[src/hw/rtl/hpa_pkg.sv]
// Shared types, register map and constants for the HSL pixel adjuster.
`timescale 1ns / 1ps
package hpa_pkg;

  localparam int unsigned HUE_W   = 15;
  localparam int unsigned CHAN_W  = 17;
  localparam int unsigned APB_ADDR_W = 5;
  localparam int unsigned APB_DATA_W = 32;

  // 1.0 in the lightness, saturation and alpha fixed point
  localparam logic [CHAN_W-1:0] UNIT_ONE = 17'd65536;
  // 360 degrees in 1/64 degree units
  localparam logic [HUE_W:0]    HUE_FULL = 16'd23040;

  localparam logic [CHAN_W-1:0] STEP_RESET  = 17'd6554;
  localparam logic [HUE_W-1:0]  SNAP1_RESET = 15'd704;
  localparam logic [HUE_W-1:0]  SNAP2_RESET = 15'd13824;

  typedef enum logic [2:0] {
    MODE_LIGHTEN    = 3'd0,
    MODE_DARKEN     = 3'd1,
    MODE_SATURATE   = 3'd2,
    MODE_DESATURATE = 3'd3,
    MODE_GRAYSCALE  = 3'd4,
    MODE_ROTATE     = 3'd5,
    MODE_SNAP       = 3'd6
  } mode_t;

  typedef enum logic [2:0] {
    REG_MODE   = 3'd0,
    REG_STEP   = 3'd1,
    REG_OFFSET = 3'd2,
    REG_SNAP1  = 3'd3,
    REG_SNAP2  = 3'd4
  } reg_idx_t;

  typedef struct packed {
    mode_t             mode;
    logic [CHAN_W-1:0] step;
    logic [HUE_W-1:0]  offset;
    logic [HUE_W-1:0]  snap1;
    logic [HUE_W-1:0]  snap2;
  } cfg_t;

endpackage

[src/hw/rtl/hpa_if.sv]
// Pixel stream interfaces: HSLA input items and adjusted output items.
`timescale 1ns / 1ps
interface hpa_pixel_in_if;
  logic        valid;
  logic        ready;
  logic [14:0] in_hue;
  logic [16:0] in_sat;
  logic [16:0] in_light;
  logic [16:0] in_alpha;

  modport source (output valid, output in_hue, output in_sat, output in_light,
                  output in_alpha, input ready);
  modport sink   (input valid, input in_hue, input in_sat, input in_light,
                  input in_alpha, output ready);
endinterface

interface hpa_pixel_out_if;
  logic        valid;
  logic        ready;
  logic [14:0] out_hue;
  logic [16:0] out_sat;
  logic [16:0] out_light;
  logic [16:0] out_alpha;

  modport source (output valid, output out_hue, output out_sat, output out_light,
                  output out_alpha, input ready);
  modport sink   (input valid, input out_hue, input out_sat, input out_light,
                  input out_alpha, output ready);
endinterface

[src/hw/rtl/hpa_cfg_regs.sv]
// APB register file holding the adjust mode, step, hue offset and snap targets.
`timescale 1ns / 1ps
module hpa_cfg_regs (
  input  logic                           clk,
  input  logic                           rst,
  input  logic                           psel,
  input  logic                           penable,
  input  logic                           pwrite,
  input  logic [hpa_pkg::APB_ADDR_W-1:0] paddr,
  input  logic [hpa_pkg::APB_DATA_W-1:0] pwdata,
  output logic [hpa_pkg::APB_DATA_W-1:0] prdata,
  output logic                           pready,
  output hpa_pkg::cfg_t                  cfg
);
  import hpa_pkg::*;

  logic       wr_en;
  logic [2:0] idx;

  assign pready = 1'b1;
  assign wr_en  = psel && penable && pwrite && pready;
  assign idx    = paddr[4:2];

  always_ff @(posedge clk) begin
    if (rst) begin
      cfg.mode   <= MODE_LIGHTEN;
      cfg.step   <= STEP_RESET;
      cfg.offset <= '0;
      cfg.snap1  <= SNAP1_RESET;
      cfg.snap2  <= SNAP2_RESET;
    end else if (wr_en) begin
      unique case (idx)
        REG_MODE:   cfg.mode   <= mode_t'(pwdata[2:0]);
        REG_STEP:   cfg.step   <= pwdata[CHAN_W-1:0];
        REG_OFFSET: cfg.offset <= pwdata[HUE_W-1:0];
        REG_SNAP1:  cfg.snap1  <= pwdata[HUE_W-1:0];
        REG_SNAP2:  cfg.snap2  <= pwdata[HUE_W-1:0];
        default: ;
      endcase
    end
  end

  always_comb begin
    unique case (idx)
      REG_MODE:   prdata = {{(APB_DATA_W-3){1'b0}}, cfg.mode};
      REG_STEP:   prdata = {{(APB_DATA_W-CHAN_W){1'b0}}, cfg.step};
      REG_OFFSET: prdata = {{(APB_DATA_W-HUE_W){1'b0}}, cfg.offset};
      REG_SNAP1:  prdata = {{(APB_DATA_W-HUE_W){1'b0}}, cfg.snap1};
      REG_SNAP2:  prdata = {{(APB_DATA_W-HUE_W){1'b0}}, cfg.snap2};
      default:    prdata = '0;
    endcase
  end

endmodule

[src/hw/rtl/hpa_pipe.sv]
// Three-stage pixel datapath: step add/sub and hue sums, clamp and hue select,
// final hue wrap into the output register.
`timescale 1ns / 1ps
module hpa_pipe (
  input  logic          clk,
  input  logic          rst,
  input  hpa_pkg::cfg_t cfg,
  hpa_pixel_in_if.sink  in_px,
  hpa_pixel_out_if.source out_px
);
  import hpa_pkg::*;

  // stage occupancy and per-stage load enables
  logic s1_valid, s2_valid, s3_valid;
  logic acc1, acc2, acc3;

  // stage 1 registers
  logic [HUE_W-1:0]  s1_hue;
  logic [HUE_W:0]    s1_hue_sum;
  logic [HUE_W-1:0]  s1_dist1, s1_dist2;
  logic [CHAN_W:0]   s1_sat, s1_light;
  logic [CHAN_W-1:0] s1_alpha;

  // stage 2 registers
  logic [HUE_W:0]    s2_hue;
  logic [CHAN_W-1:0] s2_sat, s2_light, s2_alpha;

  // stage 3 (output) registers
  logic [HUE_W-1:0]  s3_hue;
  logic [CHAN_W-1:0] s3_sat, s3_light, s3_alpha;

  // stage 1 logic
  logic [CHAN_W-1:0] tgt_in, tgt_diff;
  logic [CHAN_W:0]   tgt_sum, sat_n, light_n;
  logic              tgt_lt;
  logic [HUE_W:0]    hue_sum_n;
  logic [HUE_W-1:0]  dist1_n, dist2_n;

  // stage 2 and 3 logic
  logic [HUE_W:0]    hue2_n, hue3_wrap;

  assign acc3 = !s3_valid || out_px.ready;
  assign acc2 = !s2_valid || acc3;
  assign acc1 = !s1_valid || acc2;
  assign in_px.ready = acc1;

  always_comb begin
    tgt_in = (cfg.mode inside {MODE_SATURATE, MODE_DESATURATE}) ? in_px.in_sat
                                                                  : in_px.in_light;
    tgt_sum  = {1'b0, tgt_in} + {1'b0, cfg.step};
    tgt_lt   = tgt_in < cfg.step;
    tgt_diff = tgt_in - cfg.step;
    sat_n    = {1'b0, in_px.in_sat};
    light_n  = {1'b0, in_px.in_light};
    case (cfg.mode)
      MODE_LIGHTEN:    light_n = tgt_sum;
      MODE_DARKEN:     light_n = tgt_lt ? '0 : {1'b0, tgt_diff};
      MODE_SATURATE:   sat_n   = tgt_sum;
      MODE_DESATURATE: sat_n   = tgt_lt ? '0 : {1'b0, tgt_diff};
      MODE_GRAYSCALE:  sat_n   = '0;
      default: ;
    endcase
    hue_sum_n = {1'b0, in_px.in_hue} + {1'b0, cfg.offset};
    dist1_n = (in_px.in_hue >= cfg.snap1) ? in_px.in_hue - cfg.snap1
                                          : cfg.snap1 - in_px.in_hue;
    dist2_n = (in_px.in_hue >= cfg.snap2) ? in_px.in_hue - cfg.snap2
                                          : cfg.snap2 - in_px.in_hue;
  end

  always_comb begin
    case (cfg.mode)
      MODE_ROTATE: hue2_n = (s1_hue_sum >= HUE_FULL) ? s1_hue_sum - HUE_FULL
                                                     : s1_hue_sum;
      // ties go to the second target
      MODE_SNAP:   hue2_n = (s1_dist1 >= s1_dist2) ? {1'b0, cfg.snap2}
                                                   : {1'b0, cfg.snap1};
      default:     hue2_n = {1'b0, s1_hue};
    endcase
    // a rotated sum can exceed two full turns' worth minus one, so wrap again
    hue3_wrap = (cfg.mode == MODE_ROTATE && s2_hue >= HUE_FULL) ? s2_hue - HUE_FULL
                                                                : s2_hue;
  end

  always_ff @(posedge clk) begin
    if (rst) begin
      s1_valid <= 1'b0;
      s2_valid <= 1'b0;
      s3_valid <= 1'b0;
    end else begin
      if (acc1) s1_valid <= in_px.valid;
      if (acc2) s2_valid <= s1_valid;
      if (acc3) s3_valid <= s2_valid;
    end
  end

  always_ff @(posedge clk) begin
    if (acc1 && in_px.valid) begin
      s1_hue     <= in_px.in_hue;
      s1_hue_sum <= hue_sum_n;
      s1_dist1   <= dist1_n;
      s1_dist2   <= dist2_n;
      s1_sat     <= sat_n;
      s1_light   <= light_n;
      s1_alpha   <= in_px.in_alpha;
    end
    if (acc2 && s1_valid) begin
      s2_hue   <= hue2_n;
      s2_sat   <= (s1_sat > {1'b0, UNIT_ONE}) ? UNIT_ONE : s1_sat[CHAN_W-1:0];
      s2_light <= (s1_light > {1'b0, UNIT_ONE}) ? UNIT_ONE : s1_light[CHAN_W-1:0];
      s2_alpha <= s1_alpha;
    end
    if (acc3 && s2_valid) begin
      s3_hue   <= hue3_wrap[HUE_W-1:0];
      s3_sat   <= s2_sat;
      s3_light <= s2_light;
      s3_alpha <= s2_alpha;
    end
  end

  assign out_px.valid     = s3_valid;
  assign out_px.out_hue   = s3_hue;
  assign out_px.out_sat   = s3_sat;
  assign out_px.out_light = s3_light;
  assign out_px.out_alpha = s3_alpha;

  a_out_clamped: assert property (@(posedge clk) disable iff (rst)
    s3_valid |-> (s3_sat <= UNIT_ONE && s3_light <= UNIT_ONE))
    else $error("output saturation or lightness above 1.0");

  a_s1_hold: assert property (@(posedge clk) disable iff (rst)
    (s1_valid && !acc1) |=> s1_valid)
    else $error("stage 1 item dropped while stalled");

  a_s2_hold: assert property (@(posedge clk) disable iff (rst)
    (s2_valid && !acc2) |=> s2_valid)
    else $error("stage 2 item dropped while stalled");

  a_in_capture: assert property (@(posedge clk) disable iff (rst)
    (in_px.valid && in_px.ready) |=> s1_valid)
    else $error("accepted item not captured in stage 1");

endmodule

[src/hw/rtl/hsl_pixel_adjust.sv]
// HSL pixel adjuster top level: register file and three-stage pixel pipeline.
//
// Usage: HSLA pixels enter on in_px (valid/ready) and leave adjusted on out_px.
// Hue is in 1/64 degree units; saturation, lightness and alpha use 1.0 = 65536.
// The APB port sets the mode (lighten, darken, saturate, desaturate,
// grayscale, rotate hue, snap hue), the step, the hue offset and two snap
// targets; write it only while no item is in flight. pready is always high.
// Path: an accepted item moves through the three register stages (step add/sub,
// clamp and hue select, hue wrap), and its result is then presented on out_px.
// Throughput: one item per cycle, sustained while out_px.ready stays high.
// Stall: when the receiver drops ready, the result holds in the output
// register and the earlier stages fill up; in_px.ready falls only once all
// three stages hold an item. Nothing is lost or repeated.
// Reset (rst, synchronous): empties the pipeline and loads the register
// defaults: lighten mode, step 0.1, offset 0, snap targets 11 and 216 degrees.
`timescale 1ns / 1ps
module hsl_pixel_adjust (
  input  logic                           clk,
  input  logic                           rst,
  input  logic                           psel,
  input  logic                           penable,
  input  logic                           pwrite,
  input  logic [hpa_pkg::APB_ADDR_W-1:0] paddr,
  input  logic [hpa_pkg::APB_DATA_W-1:0] pwdata,
  output logic [hpa_pkg::APB_DATA_W-1:0] prdata,
  output logic                           pready,
  hpa_pixel_in_if.sink                   in_px,
  hpa_pixel_out_if.source                out_px
);
  import hpa_pkg::*;

  cfg_t cfg;

  hpa_cfg_regs u_cfg_regs (
    .clk     (clk),
    .rst     (rst),
    .psel    (psel),
    .penable (penable),
    .pwrite  (pwrite),
    .paddr   (paddr),
    .pwdata  (pwdata),
    .prdata  (prdata),
    .pready  (pready),
    .cfg     (cfg)
  );

  hpa_pipe u_pipe (
    .clk    (clk),
    .rst    (rst),
    .cfg    (cfg),
    .in_px  (in_px),
    .out_px (out_px)
  );

endmodule

[src/flat_wrapper.sv]
// flat-port wrapper written by rule: the top's interface ports become plain ports
module hsl_pixel_adjust_flat import hpa_pkg::*;
  (clk, rst, psel, penable, pwrite, paddr, pwdata, prdata, pready, in_px_valid, in_px_in_hue, in_px_in_sat, in_px_in_light, in_px_in_alpha, in_px_ready, out_px_valid, out_px_out_hue, out_px_out_sat, out_px_out_light, out_px_out_alpha, out_px_ready);
  hpa_pixel_in_if in_px_i ();
  hpa_pixel_out_if out_px_i ();
  input  logic clk;
  input  logic rst;
  input  logic psel;
  input  logic penable;
  input  logic pwrite;
  input  logic [hpa_pkg::APB_ADDR_W-1:0] paddr;
  input  logic [hpa_pkg::APB_DATA_W-1:0] pwdata;
  output logic [hpa_pkg::APB_DATA_W-1:0] prdata;
  output logic pready;
  input wire logic [$bits(in_px_i.valid)-1:0] in_px_valid;
  input wire logic [$bits(in_px_i.in_hue)-1:0] in_px_in_hue;
  input wire logic [$bits(in_px_i.in_sat)-1:0] in_px_in_sat;
  input wire logic [$bits(in_px_i.in_light)-1:0] in_px_in_light;
  input wire logic [$bits(in_px_i.in_alpha)-1:0] in_px_in_alpha;
  output wire logic [$bits(in_px_i.ready)-1:0] in_px_ready;
  output wire logic [$bits(out_px_i.valid)-1:0] out_px_valid;
  output wire logic [$bits(out_px_i.out_hue)-1:0] out_px_out_hue;
  output wire logic [$bits(out_px_i.out_sat)-1:0] out_px_out_sat;
  output wire logic [$bits(out_px_i.out_light)-1:0] out_px_out_light;
  output wire logic [$bits(out_px_i.out_alpha)-1:0] out_px_out_alpha;
  input wire logic [$bits(out_px_i.ready)-1:0] out_px_ready;
  assign in_px_i.valid = in_px_valid;
  assign in_px_i.in_hue = in_px_in_hue;
  assign in_px_i.in_sat = in_px_in_sat;
  assign in_px_i.in_light = in_px_in_light;
  assign in_px_i.in_alpha = in_px_in_alpha;
  assign in_px_ready = in_px_i.ready;
  assign out_px_valid = out_px_i.valid;
  assign out_px_out_hue = out_px_i.out_hue;
  assign out_px_out_sat = out_px_i.out_sat;
  assign out_px_out_light = out_px_i.out_light;
  assign out_px_out_alpha = out_px_i.out_alpha;
  assign out_px_i.ready = out_px_ready;
  hsl_pixel_adjust u_core (.clk(clk), .rst(rst), .psel(psel), .penable(penable), .pwrite(pwrite), .paddr(paddr), .pwdata(pwdata), .prdata(prdata), .pready(pready), .in_px(in_px_i), .out_px(out_px_i));
endmodule
[config.mk]
export PLATFORM = sky130hd
export DESIGN_NAME = hsl_pixel_adjust_flat
export DESIGN_NICKNAME = d
export VERILOG_FILES = /design/src/hw/rtl/hpa_pkg.sv /design/src/hw/rtl/hpa_if.sv /design/src/hw/rtl/hpa_cfg_regs.sv /design/src/hw/rtl/hpa_pipe.sv /design/src/hw/rtl/hsl_pixel_adjust.sv /design/src/flat_wrapper.sv
export SDC_FILE = /design/constraint.sdc
export NUM_CORES = 1
export LEC_CHECK = 0
export BUFFER_PORTS_ARGS = -buffer_cell sky130_fd_sc_hd__buf_2
export CORE_MARGIN = 3
export CORE_UTILIZATION = 39
export CTS_CLUSTER_DIAMETER = 150
export CTS_CLUSTER_SIZE = 12
export DETAILED_ROUTE_END_ITERATION = 10
export GPL_TIMING_DRIVEN = 0
export PLACE_DENSITY_LB_ADDON = 0.3
export REMOVE_ABC_BUFFERS = 1
export SLEW_MARGIN = 20
export SYNTH_ARGS = -nofsm -noshare
export SYNTH_HDL_FRONTEND = slang
export SYNTH_SLANG_ARGS = --single-unit
[constraint.sdc]
create_clock -name clk -period 8.4 [get_ports clk]
set_clock_uncertainty 0.15 [all_clocks]
set_input_delay 0.84 -clock clk [delete_from_list [all_inputs] [get_ports clk]]
set_output_delay 0.84 -clock clk [all_outputs]
set_load 0.01 [all_outputs]
; ---- Word-level counts from Yosys, hierarchy flattened
; Index checks and enable logic that the tools add are counted.
[totals]
reg_bits = 315
elab_cells = 81
[op_classes]
n_eq_ne = 10
muxes = 11
magnitude_cmp = 8
addsub = 9
reduce_logical = 20
[ops]
columns = cell, count
row1 = case mux 17 bit (5 select lines), 1
row2 = 2-to-1 mux 15 bit, 4
row3 = subtractor 15 bit, 4
row4 = case mux 18 bit (3 select lines), 1
row5 = greater-or-equal comparator 15 bit, 3
row6 = "> comparator 18 x 17 -> 1 bit, second input constant", 2
row7 = case mux 18 bit (2 select lines), 1
row8 = 2-to-1 mux 17 bit, 2
row9 = "greater-or-equal comparator 16 x 15 -> 1 bit, second input constant", 2
row10 = case mux 16 bit (2 select lines), 1
row11 = adder 17 x 17 -> 18 bit, 1
row12 = less-than comparator 17 bit, 1
row13 = subtractor 17 bit, 1
row14 = adder 15 x 15 -> 16 bit, 1
row15 = 2-to-1 mux 16 bit, 1
row16 = "subtractor 16 x 15 -> 16 bit, second input constant", 1
row17 = "subtractor 15 bit, second input constant", 1
row18 = "== test 3 x 2 -> 1 bit, second input constant", 4
row19 = "== test 3 bit, second input constant", 4
row20 = AND reduction 2 bit, 5
row21 = "== test 3 x 1 -> 1 bit, second input constant", 2
row22 = logical AND 1 bit, 6
row23 = zero test 3 bit, 2
row24 = zero test 1 bit, 3
row25 = 2 further kinds, 4

; ---- Logic depth before layout (Yosys ltp)
[depth]
word_depth = 6
depth_mapped = 16
ltp_nobuf = 14

; ---- Cells and area by module
; From an unflattened synthesis, not the netlist that was laid out.
[hier_totals]
cells_unflattened = 1651
area_unflattened_um2 = 17964.7
[by_module_without_submodules]
columns = module, seq_area_each_um2, instances, area_per_inst_um2, cells_each
row1 = hpa_pipe, 7477.2, 1, 14685.3, 1315
row2 = hpa_cfg_regs, 1301.2, 1, 3279.4, 336

; ---- Worst setup path after synthesis
; OpenSTA, ideal clock, no wires.
[synth_path]
path_kind = input to register
start = input out_px_ready
end = register u_core.u_pipe.s1_alpha[0] (enable)
setup_ps = 655
stages = 2
setup_slack_ps = 958
arrival_time_ps = 6636
n_path_buf = 0
cell_sequence = nor2b_1 -> a31oi_1
[synth_via]
elab_chain_len = 4
[synth_rtl]
columns = element, line
row1 = start: declaration, flat_wrapper.sv:26  ; input wire logic [$bits(out_px_i.ready)-1:0] out_px_ready;
row2 = logical OR 1 bit, hpa_pipe.sv:42  ; assign acc3 = !s3_valid || out_px.ready;
row3 = logical OR 1 bit, hpa_pipe.sv:43  ; assign acc2 = !s2_valid || acc3;
row4 = logical OR 1 bit, hpa_pipe.sv:44  ; assign acc1 = !s1_valid || acc2;
row5 = logical AND 1 bit, hpa_pipe.sv:97  ; if (acc1 && in_px.valid) begin
row6 = end signal: assignment, hpa_pipe.sv:104  ; s1_alpha <= in_px.in_alpha;
row7 = end: declaration, hpa_pipe.sv:22  ; logic [CHAN_W-1:0] s1_alpha;
; Every way passes these cells.
; A chain may end at the register's enable or synchronous reset.

; ---- Final worst setup path
[layout_path]
start = register, netlist name u_core.u_cfg_regs.cfg[63]
end = register u_core.u_pipe.s1_light[9] (data pin)
[layout_via]
elab_chain_len = 6
elab_cells_between_ends = 11
classes_between = 2 x add/sub / 1 x order compare / 3 x eq/ne / 3 x mux / 2 x reduce/logical
[layout_rtl]
columns = element, line
row1 = == test 3 x 2 -> 1 bit, hpa_pipe.sv:48  ; tgt_in = (cfg.mode inside {MODE_SATURATE, MODE_DESATURATE}) ? in_px.in_sat
row2 = nonzero test 2 bit, hpa_pipe.sv:48
row3 = 2-to-1 mux 17 bit, hpa_pipe.sv:48
row4 = subtractor 17 bit / less-than comparator 17 bit (equally long branches), "hpa_pipe.sv:52, hpa_pipe.sv:51"
row5 = 2-to-1 mux 17 bit, hpa_pipe.sv:57  ; MODE_DARKEN: light_n = tgt_lt ? '0 : {1'b0, tgt_diff};
row6 = case mux 18 bit (2 select lines) (*), hpa_pipe.sv:55  ; case (cfg.mode)
row7 = net u_core.u_pipe.light_n[9], hpa_pipe.sv:34  ; logic [CHAN_W:0] tgt_sum, sat_n, light_n;
row8 = end signal: assignment, hpa_pipe.sv:103  ; s1_light <= light_n;
row9 = end: declaration, hpa_pipe.sv:21  ; logic [CHAN_W:0] s1_sat, s1_light;
; Mark *: on every way through the listed nets, which the timed path passes. The rest lies on a longest branch.

==> results.yml <==
run_status:
  status: "complete, no violations"
worst_setup_path:
  critPathRequiredTime_ns: 8.62
  arrival_ns: 4.97
  cp_slowest_stage_delay_ns: 0.84
  cp-start-kind: "flop"
  r2r-start: "u_core.u_cfg_regs.cfg[63]"
  critPathCaptureType: "flop"
  crit_path_start: "u_core.u_cfg_regs.cfg[63]"
  worst_path_max_delay_cell: "a21oi_1"
  worstSetupPathType: "reg -> reg"
  path_max_fanout: 20
  crit_path_frequent_cell: "a21oi_1"
  path_cells: "nor2b_2 -> nand2_1 -> nand2_1 -> ha_1 -> and2_1 -> o2111ai_1 -> a21oi_1 -> o211ai_2 -> a21oi_1 -> a32oi_1 -> a21oi_1"
cts:
  path_clk_slew_ns: 0.09
  root_buffer: "clkbuf_16"
  postCtsSetupRepairBufs: 0
  cts_tree: "done"
  clock_latency_ns: 0.61
  cts_buffer_depth: 3
  postCtsResizedCells: 0
  htreeDepth: 1
  cts-buffers-inserted: 30
  cts.sinks: 315
  cts_hold_buf: 0
synthesis:
  yosysSeqAreaShare: 0.486
  muxShareOfSynthArea: 0.0255
  yosys.area_share.simple: 0.143
  yosysUniqueCellTypes: 81
  syn_area_per_cell_sq_um: 10.1
  yosys_warnings: 0
  synth_edf_count: 247
  synth_seq_cells: 315
  synthFlopType: "edfxtp_1"
  synth_compound_area_frac: 0.171
  netlist_instances: 1798
  syn-cell-area_sq_mm: 0.0181
  synth_top_family_by_area: "compound AO/OA/AOI/OAI gates"
  async_reset_ff_frac: 0
  synthAdderAreaFrac: 0.0936
  synthXorXnorAreaFrac: 0.0315
sta:
  tightest_slew_ns: 1.06
  maxClockFrequency_mhz: 210
  fin_crit_ns: 4.75
  tns_ns: 0
  setup_viol_count_final: 0
  final_max_slew_viol_count: 0
  timing.final.ws_setup_ns: 3.65
  finalHoldViolCount: 0
  slew_headroom: 0.288
  rsz0062_at_grt: "no"
  finalCritPeriodShare: 0.566
power:
  vdd_drop_max_mv: 0.154
  p_per_area_mw_per_mm2: 175
  p_leak_uw: 0.00823
  power_uw: 3600
place:
  gp_congestion: 0.962
  dp_slack_ns: 3.83
  dp_hpwl_um: 40100
  portBuffers: 177
routing:
  antenna_left: 0
  routed-via-count: 13966
  viasPerCell: 5.46
  drt_iter0_drc: 1047
  drc: 0
  wire_per_inst_um: 20.3
  drtPass1Iterations: 6
  drt-total-wl_um: 52000
cells_and_area:
  nFillCells: 4315
  nets: 2173
  multi_input_area_sq_mm: 0.00851
  fin_util: 0.451
  area_growth_syn_to_layout_pct: 13.6
  n_antenna_cell: 0
  regArea_sq_mm: 0.00878
  drive_gt1_frac: 0.128
grt:
  grt_first_pass_wirelength_um: 77400
  grt_antenna_before_repair: 1
  grt_max_degree: 69
  grt_usage: 0.201
  grt_overflow: 0
  grt_pass1_vias: 13083
run:
  cap_viol_max_count: 0
die:
  num_rows: 78
  core_sq_mm: 0.0456
  dieArea_sq_mm: 0.0490
  pin_count: 211
  die_y_um: 221
  fp.dieW_um: 221
  start_util: 0.397
worst_hold_path:
  hold_class: "reg -> reg"
  hold_start: "u_core.u_pipe.s2_hue[6]"
==> final cells by class <==
type / instances / area share
flip-flops and latches: 315 / 0.427
repair buffers: 189 / 0.0584
well taps: 600 / 0.0365
inverters: 112 / 0.0205
clock buffers: 54 / 0.0409
clock inverters: 2 / 0.00201
multi-input cells: 1284 / 0.414
==> layer usage <==
metal / vias to the layer above / track usage / routed length (um)
met2: 528 / 0.324 / 23700
met1: 6664 / 0.281 / 23000
met5: - / 0 / 13
li1: 6696 / - / -
met4: 2 / 0.0602 / 1530
met3: 76 / 0.0325 / 3680
==> cells in the mapped netlist, types with 7 or more instances <==
| master | number | area [sq um] |
|---|---|---|
| a211o_1 | 12 | 105 |
| a211oi_1 | 7 | 52.6 |
| a21o_1 | 33 | 248 |
| a21oi_1 | 145 | 726 |
| a22oi_1 | 28 | 210 |
| a31oi_1 | 17 | 106 |
| and2_1 | 41 | 257 |
| and3_1 | 12 | 75.1 |
| buf_2 | 11 | 55.1 |
| buf_4 | 19 | 143 |
| clkbuf_1 | 68 | 255 |
| dfxtp_1 | 68 | 1360 |
| edfxtp_1 | 247 | 7420 |
| fa_1 | 7 | 140 |
| ha_1 | 124 | 1550 |
| inv_1 | 112 | 420 |
| mux2i_1 | 46 | 460 |
| nand2_1 | 252 | 946 |
| nand2b_1 | 16 | 100 |
| nand3_1 | 27 | 135 |
| nand3b_1 | 15 | 113 |
| nand4_1 | 12 | 75.1 |
| nor2_1 | 88 | 330 |
| nor2b_1 | 28 | 175 |
| nor3_1 | 18 | 90.1 |
| nor4_1 | 10 | 62.6 |
| o211ai_1 | 13 | 97.6 |
| o21a_1 | 23 | 173 |
| o21ai_0 | 63 | 315 |
| o21ai_1 | 40 | 200 |
| o21bai_1 | 10 | 75.1 |
| o31ai_1 | 11 | 82.6 |
| or3_1 | 9 | 56.3 |
| xnor2_1 | 45 | 394 |
| xor2_1 | 20 | 175 |
==> power by group <==
group	switching, uW	internal [uW]	leakage [uW]
Clock	592	677	0.000415
Sequential	28.1	1770	0.00291
Combinational	328	203	0.00490
Total	949	2650	0.00823
==> through the flow <==
step           hold slack (ns)  instance area [sq um]  instances
6_report                 0.262                  20500       2556
4_1_cts                  0.231                  20500       2555
3_3_place_gp             0.252                  19300       2488
5_1_grt                  0.250                  20500       2556
3_5_place_dp             0.255                  19600       2499
2_1_floorplan            0.250                  17700       1711
==> logic make-up (layout without fill, tap and decap cells) <==
group	Yosys count	in the layout
simple gates	552	552
compound gates	474	474
flops	315	315
buf+inv	213	357
fa+ha+maj	131	131
xor+xnor	65	65
mux	46	46
other cells	2	16
==> state kept, by name, summed over array words and instances (netlist names) <==
| register | count |
|---|---|
| u_core.u_pipe.out_px.valid | 1 |
| u_core.u_pipe.s1_alpha | 17 |
| u_core.u_pipe.s1_light | 18 |
| u_core.u_pipe.s1_valid | 1 |
| u_core.u_pipe.s1_dist1 | 15 |
| u_core.u_pipe.s1_hue_sum | 16 |
| u_core.u_pipe.s1_sat | 18 |
| u_core.u_pipe.s1_hue | 15 |
| u_core.u_pipe.s2_light | 17 |
| u_core.u_cfg_regs.cfg | 65 |
| u_core.u_pipe.s2_hue | 16 |
| u_core.u_pipe.s2_sat | 17 |
| u_core.u_pipe.out_px.out_light | 17 |
| u_core.u_pipe.s2_valid | 1 |
| u_core.u_pipe.out_px.out_alpha | 17 |
| u_core.u_pipe.s2_alpha | 17 |
| u_core.u_pipe.s1_dist2 | 15 |
| u_core.u_pipe.out_px.out_hue | 15 |
| u_core.u_pipe.out_px.out_sat | 17 |
==> layout by cell type (no fill, tap or decap), drive strengths merged, types with 54 or more instances in the layout <==
cell,count
buf,189
clkbuf,54
o21ai,105
inv,113
nand2,253
a21oi,146
edfxtp,247
ha,124
dfxtp,68
nor2,88
==> critical path, delay by kind of cell, from the launching register on <==
kind / cells / cell delay (ns)
fa+ha+maj: 1 / 0.39
compound gates: 6 / 2.02
flops: 1 / 0.57
simple gates: 4 / 1.36
==> worst paths after layout <==
| kind | slack, ns | end | cells after the start |
|---|---|---|---|
| worst min-delay path | 0.26 | u_core.u_pipe.out_px.out_hue[6] | 0 |
| worst max register to register | 3.65 | u_core.u_pipe.s1_light[9] | 11 |
| worst min register to register | 0.26 | u_core.u_pipe.out_px.out_hue[6] | 0 |
| worst max-delay path | 3.65 | u_core.u_pipe.s1_light[9] | 11 |
(Power assumes the default switching activity.)
